<file path="config.mk">
export PLATFORM = sky130hd
export DESIGN_NAME = bffa_ctrl
export DESIGN_NICKNAME = d
export VERILOG_FILES = /design/src/hdl/bffa_pkg.sv /design/src/hdl/bffa_ctrl.sv
export VERILOG_INCLUDE_DIRS = /design/src /design/src/hdl
export SDC_FILE = /design/constraint.sdc
export NUM_CORES = 1
export LEC_CHECK = 0
export BUFFER_PORTS_ARGS = -buffer_cell sky130_fd_sc_hd__buf_2
export CORE_AREA = 2 2 39 41
export CTS_CLUSTER_SIZE = 40
export DETAILED_ROUTE_END_ITERATION = 10
export DIE_AREA = 0 0 41 43
export SYNTH_ARGS = -nofsm -noshare
export SYNTH_HDL_FRONTEND = slang
export SYNTH_SLANG_ARGS = --single-unit
</file>
<file path="constraint.sdc">
create_clock -name clk_i -period 2.32 [get_ports clk_i]
set_input_delay 0.116 -clock clk_i [delete_from_list [all_inputs] [get_ports clk_i]]
set_output_delay 0.116 -clock clk_i [all_outputs]
set_load 0.05 [all_outputs]
</file>
<file path="src/hdl/bitmap_first_fit_allocator_defines.svh">
// assertion macros for the block allocator
`ifndef BITMAP_FIRST_FIT_ALLOCATOR_DEFINES_SVH
`define BITMAP_FIRST_FIT_ALLOCATOR_DEFINES_SVH

// implication checked on every clock edge outside reset
`define BFFA_ASSERT_IMP(label, clk, rst_n, lhs, rhs) \
  label: assert property (@(posedge clk) disable iff (!rst_n) (lhs) |-> (rhs)) \
    else $error("assertion failed");

// next-cycle implication
`define BFFA_ASSERT_NEXT(label, clk, rst_n, lhs, rhs) \
  label: assert property (@(posedge clk) disable iff (!rst_n) (lhs) |=> (rhs)) \
    else $error("assertion failed");

`endif

</file>
<file path="src/hdl/bffa_pkg.sv">
// ----------------------------------------------------------------------------
// bffa_pkg
// Shared constants, codes and controller/datapath command types.
// ----------------------------------------------------------------------------
package bffa_pkg;

  localparam int unsigned BlockCountDef = 8192;
  localparam int unsigned BlockBytesDef = 64;
  localparam logic [15:0] ContMark = 16'hFFFF;

  localparam logic [1:0] ActAlloc = 2'd0;
  localparam logic [1:0] ActFree  = 2'd1;

  localparam logic [2:0] StOk       = 3'd0;
  localparam logic [2:0] StBadSize  = 3'd1;
  localparam logic [2:0] StNoSpace  = 3'd2;
  localparam logic [2:0] StOutside  = 3'd3;
  localparam logic [2:0] StMisalign = 3'd4;
  localparam logic [2:0] StNotStart = 3'd5;

  // controller to datapath
  typedef struct packed {
    logic clr;       // clearing sweep step
    logic load;      // capture a new item
    logic scan;      // first-fit step over one block
    logic rd;        // read length/used entry at the item's block
    logic chk;       // judge the looked up entry
    logic wr_run;    // write one block of a run, advance
    logic fin;       // publish result
  } cmd_t;

  // datapath to controller
  typedef struct packed {
    logic clr_last;
    logic is_alloc;
    logic is_free;
    logic early;     // failure or outcome known at load
    logic found;     // first fit found
    logic scan_end;  // scan is at the last block
    logic run_last;  // current run write is the last
    logic rd_bad;    // looked up entry is not a run start
  } sts_t;

endpackage

</file>
<file path="src/hdl/bffa_ctrl.sv">
// ----------------------------------------------------------------------------
// bffa_ctrl
// Controller: sequences clear sweep, search, entry read and check, run writes and result.
// ----------------------------------------------------------------------------
module bffa_ctrl (
  input  logic            clk_i,
  input  logic            rst_ni,
  input  logic            in_valid_i,
  output logic            in_stall_o,
  input  logic            out_busy_i,
  input  bffa_pkg::sts_t  sts_i,
  output bffa_pkg::cmd_t  cmd_o
);

  typedef enum logic [2:0] {
    S_CLEAR, S_IDLE, S_DECODE, S_SCAN, S_READ, S_CHECK, S_WRITE, S_DONE
  } state_e;

  state_e state_q;

  assign in_stall_o = (state_q != S_IDLE);

  always_comb begin
    cmd_o = '0;
    cmd_o.clr    = (state_q == S_CLEAR);
    cmd_o.load   = (state_q == S_IDLE) && in_valid_i;
    cmd_o.scan   = (state_q == S_SCAN);
    cmd_o.rd     = (state_q == S_READ);
    cmd_o.chk    = (state_q == S_CHECK);
    cmd_o.wr_run = (state_q == S_WRITE);
    cmd_o.fin    = (state_q == S_DONE) && !out_busy_i;
  end

  // state register
  always_ff @(posedge clk_i or negedge rst_ni) begin
    if (!rst_ni) begin
      state_q <= S_CLEAR;
    end else begin
      unique case (state_q)
        S_CLEAR: if (sts_i.clr_last) state_q <= S_IDLE;
        S_IDLE:  if (in_valid_i) state_q <= S_DECODE;
        S_DECODE: begin
          if (sts_i.early)         state_q <= S_DONE;
          else if (sts_i.is_alloc) state_q <= S_SCAN;
          else                     state_q <= S_READ;
        end
        S_SCAN: begin
          if (sts_i.found)         state_q <= S_WRITE;
          else if (sts_i.scan_end) state_q <= S_DONE;
        end
        S_READ:  state_q <= S_CHECK;
        S_CHECK: begin
          if (sts_i.rd_bad || !sts_i.is_free) state_q <= S_DONE;
          else                                 state_q <= S_WRITE;
        end
        S_WRITE: if (sts_i.run_last) state_q <= S_DONE;
        S_DONE:  if (!out_busy_i) state_q <= S_IDLE;
        default: state_q <= S_CLEAR;
      endcase
    end
  end

  `include "bitmap_first_fit_allocator_defines.svh"
  `BFFA_ASSERT_IMP(a_load_idle, clk_i, rst_ni, cmd_o.load, state_q == S_IDLE)
  `BFFA_ASSERT_NEXT(a_load_dec, clk_i, rst_ni, cmd_o.load, state_q == S_DECODE)
  `BFFA_ASSERT_IMP(a_one_cmd, clk_i, rst_ni, 1'b1, $onehot0(cmd_o))

endmodule

</file>
==> results of run 1 <==
-- power by group through the flow --
| stage | logic (W) | clock network (W) | registers [W] |
|---|---|---|---|
| 2_1_floorplan | 0.000355 | 0 | 0.0000898 |
| 3_3_place_gp | 0.000341 | 0 | 0.000153 |
| 3_5_place_dp | 0.000344 | 0 | 0.000154 |
| 4_1_cts | 0.000347 | 0.0000952 | 0.000154 |
| 5_1_grt | 0.000372 | 0.000103 | 0.000170 |
| 6_report | 0.000343 | 0.0000914 | 0.000155 |
-- logic make-up (layout without fill, tap and decap cells) --
family,after synthesis,after routing,synth area share
AO/OA/AOI/OAI,7,7,0.152
flip-flops,3,3,0.247
AND/OR/NAND/NOR,24,24,0.420
buffers and inverters,5,25,0.0987
multiplexers,2,2,0.0823
-- worst max-delay path by stage --
stage,from,to,slack (ps),depth (start not counted)
floorplan,state_q[0],cmd_o[3],390,3
global placement,state_q[0],state_q[0],690,4
detailed placement,state_q[0],state_q[0],640,4
CTS,state_q[0],state_q[0],630,4
global route,state_q[0],cmd_o[0],530,3
finish,state_q[0],state_q[0],630,4
-- area by class of cell --
cell class                 instances  area [um2]
sequential                         3        75.1
inverter                           1        3.75
tap                               16        20.0
clock buffer                       4        26.3
multi-input combinational         33         199
timing repair buffer              20         105
fill                             155         955
-- metal layers --
layer / up-vias / share of wire
li1: 187 / -
met4: 0 / 0
met5: - / 0
met3: 0 / 0.057
met1: 155 / 0.51
met2: 12 / 0.43
-- cells in the mapped netlist (all sizes together) --
master / n / area (um2)
buf: 4 / 26.3
a21o: 1 / 7.51
nand3: 2 / 15.0
mux2i: 1 / 10.0
mux2: 1 / 15.0
nand2: 8 / 32.5
and3: 1 / 6.26
o31ai: 1 / 7.51
or2: 1 / 6.26
nor3b: 1 / 7.51
o211ai: 1 / 7.51
or4: 1 / 11.3
or3: 1 / 6.26
dfrtp: 3 / 75.1
nor3: 3 / 15.0
nor2: 5 / 18.8
and3b: 1 / 8.76
a21oi: 2 / 10.0
o21ai: 1 / 5.00
o311ai: 1 / 8.76
clkinv: 1 / 3.75
-- what timing repair did --
| action | 4_1_cts | 5_1_grt |
|---|---|---|
| endpoints found under the hold margin | 3 | 0 |
| hold buffers | 1 | 0 |
| gates resized for setup | 0 | 0 |
-- through the flow --
step                      hold WS [ps]  power (W)  cells   util
after CTS                          202   0.000596     77  0.310
after global placement           -84.9   0.000494     72  0.284
after global routing               205   0.000644     77  0.310
after detailed placement         -87.7   0.000498     72  0.284
final                              204   0.000589     77  0.310
after floorplan                   -180   0.000445     41      -
==> results.cfg, run 1 <==
[run_status]
status = finished, final reports clean

[place]
port-buffer-count = 19
place_hpwl_um = 591
dp_slack_ps = 639
gp_congestion = 0.661
post_dp_cell_area_um2 = 393

[final_layout]
layout-drive-gt1-share = 0.426
layout_commonest_cell = buf_2
antenna_cells = 0
top_regs = state_q: 3 flops
layout_common_cells = buf_2, nand2_1, nor2_1
finish.net_count = 74
largest_register_ffs = 3
post-route-cell-area_um2 = 429
area_growth_pct = 41.2
top_register = state_q

[critical_path]
cp_cell_sequence = nand2_2, or4_4, nand3_2, mux2_4
slowest_stage = dfrtp_1
r2r-end = state_q[0]
cp_data_required_time_ps = 2430
path_buf_inv = 0
worst_path_largest_cell_delay_ps = 650
cp_max_fo = 17
r2r-start = state_q[0]
cp_top_family = flip-flops
startpoint_type = register
cp.arrival_ps = 1800
r2r_cells = 4
r2r_slack_ps = 630
end_kind = register
worstSetupPathType = reg2reg

[sta]
setup_tns_ps = 0
finalCritPeriodShare = 0.728
rsz0062_at_grt = no
hold_violations = 0
worstMarginPinSlew_ps = 513
slew_headroom = 0.658
period_minus_slack_ps = 1690
fin_ws_ps = 630
slew_violations = 0
setup_viol = 0
fmax_mhz = 592
skew_ps = 0.373

[cts]
cts_sinks = 3
clock_latency_ps = 230
cts.htree.levels = 1
cts.clk_slew.worst_paths_ps = 40
tritoncts = done
root_buffer = clkbuf_4
cts_max_path_buffers = 2
postCtsSetupRepairBufs = 0
cts_made_buffers = 3

[die]
initial_core_util = 0.220
io_pins = 20
die_w_um = 41
num_rows = 14
die-area_um2 = 1760
die_y_um = 43
fp.coreArea_um2 = 1380

[detailed_routing]
firstDrtPassIters = 2
vias = 354
drt-initial-drc-count = 3
viasPerCell = 4.60
wire_per_inst_um = 10.2
routed_wl_um = 789
drc = 0
ant_nets = 0

[grt]
busiest_layer = met1
track_usage = 0.109
antenna_found_initial = 0
grt_pass1_vias = 306
grt_pass1_wl_mm = 1.31
grt_util_met1 = 0.151
met3_usage = 0.0314
grt_overflow = 0
grt_util_met2 = 0.147
grt_max_degree = 18

[min_path]
min_path_type = in2async

[pwr]
powerDensity_nw_per_um2 = 1370
seq_power_share = 0.262
irDropWorstVdd_mv = 0.290
power.leakage_nw = 0.228
combinationalPowerShare = 0.582
switching_share = 0.557
p_sw_w = 0.000328
p_clk_frac = 0.155
intPower_w = 0.000261

[synth]
synth_warnings = 0
synth_seq_area_share = 0.247
synth_area_um2 = 304
synth.net_count = 53
synth_area_per_cell_um2 = 7.42
ys_ff_latch = 3
synthCells = 41
synth.distinct_cells = 24

[run]
maxCapViolations = 0
Note: power is estimated with default switching activity, not from simulation.
==> run 2, diff against run 1 <==
Clock period 2.32 ns to 1.7 ns, I/O delays scaled along.
==> run 2 against run 1 <==
Net effect: clock skew is 3.2 ps higher; setup slack got worse by 400 ps; largest power group unchanged; worst hold slack worse by 28 ps; die area stayed put; critical endpoint is now cmd_o[5]; critical path type is now reg2out.
==> results.cfg, run 2 (synthesis results as in run 1) <==
[cts]
cts_made_buffers = 3
cts_resized = 0
postCtsSetupRepairBufs = 0
clock_latency_ps = 230
root_buffer = clkbuf_4
hold_buffers = 1
cts.clk_slew.worst_paths_ps = 40
cts_sinks = 3
tritoncts = done
cts_max_path_buffers = 2
cts.htree.levels = 1

[final_layout]
num-fill-cells = 154
top_regs = state_q: 3 flops
post-route-cell-area_um2 = 469
top_register = state_q
largest_register_ffs = 3
layout_commonest_cell = buf_2
finish.net_count = 78
antenna_cells = 0
layout_common_cells = buf_2, nand2_1, nor2_1
final_util = 0.339
layout-drive-gt1-share = 0.492
area_growth_pct = 54.3

[sta]
worst_hold_slack_ps = 176
slew_violations = 0
fmax_mhz = 681
setup_viol = 0
setup_tns_ps = 0
rsz0062_at_grt = no
slew_headroom = 0.851
period_minus_slack_ps = 1470
worstMarginPinSlew_ps = 221
skew_ps = 3.58
hold_violations = 0
finalCritPeriodShare = 0.864

[place]
post_dp_cell_area_um2 = 433
port-buffer-count = 19
place_hpwl_um = 640
gp_congestion = 0.673

[pwr]
intPower_w = 0.000408
powerDensity_nw_per_um2 = 1850
power.leakage_nw = 0.247
p_sw_w = 0.000460
irDropWorstVdd_mv = 0.467
combinationalPowerShare = 0.713
finalPower_w = 0.000868
seq_power_share = 0.144
p_clk_frac = 0.144
switching_share = 0.530

[critical_path]
r2r-start = state_q[2]
cp_top_family = buffers and inverters
r2r_slack_ps = 280
critical_path.startpoint = state_q[1]
worst_path_largest_cell_delay_ps = 370
end_kind = output port
startpoint_type = register
r2r-end = state_q[0]
cp_cell_sequence = buf_4, nor2_1, and3_1, buf_2
slowest_stage = dfrtp_1
cp_max_fo = 12
cp_data_required_time_ps = 1620
worstSetupPathType = reg2out
path_buf_inv = 2
r2r_cells = 3
cp.arrival_ps = 1380

[detailed_routing]
drc = 0
firstDrtPassIters = 3
wire_per_inst_um = 9.77
drt-initial-drc-count = 10
vias = 356
routed_wl_um = 791
ant_nets = 0
viasPerCell = 4.40

[grt]
grt_max_degree = 13
grt_pass1_wl_mm = 1.31
grt_pass1_vias = 334
antenna_found_initial = 0
grt_overflow = 0
track_usage = 0.111

[die]
num_rows = 14
fp.coreArea_um2 = 1380
die_y_um = 43
die_w_um = 41
die-area_um2 = 1760
initial_core_util = 0.220
io_pins = 20

[min_path]
min_path_type = in2async

[run_status]
status = finished, final reports clean

[run]
maxCapViolations = 0
run 2: worst reg2reg max path: stages (launching register included):
cell and delay [ps]:
dfrtp_1 370, or4_4 540, nand3_2 90, mux2_4 290
run 2: routing by layer:
layer  wire (um)  track usage
met1         378        0.145
met2         349        0.150
met3          63       0.0471
met4           0       0.0600
met5           0            0
run 2: worst max path at each step:
stage                  to  slack [ps]  depth (start not counted)
6_report         cmd_o[5]         230                          4
5_1_grt          cmd_o[5]         140                          4
4_1_cts          cmd_o[5]         210                          4
3_5_place_dp   state_q[0]         290                          3
3_3_place_gp   state_q[0]         310                          3
2_1_floorplan  state_q[1]           3                          5
run 2: through the flow:
stage | worst slack, ps | std cells
2_1_floorplan | 2.77 | 41
3_5_place_dp | 293 | 76
3_3_place_gp | 307 | 76
6_report | 231 | 81
4_1_cts | 212 | 81
5_1_grt | 137 | 81
run 2: power by group through the flow:
stage / clock [W] / sequential, W / combinational (W)
3_3_place_gp: 0 / 0.000125 / 0.000617
3_5_place_dp: 0 / 0.000125 / 0.000618
2_1_floorplan: 0 / 0.000123 / 0.000495
4_1_cts: 0.000132 / 0.000125 / 0.000621
5_1_grt: 0.000143 / 0.000131 / 0.000675
6_report: 0.000125 / 0.000125 / 0.000619
run 2: final cells by class:
type                       instances  area [um2]  share of cell area
multi-input combinational         33         209               0.445
clock buffer                       4        26.3              0.0560
timing repair buffer              24         135               0.288
tap                               16        20.0              0.0427
inverter                           1        3.75             0.00800
sequential                         3        75.1               0.160
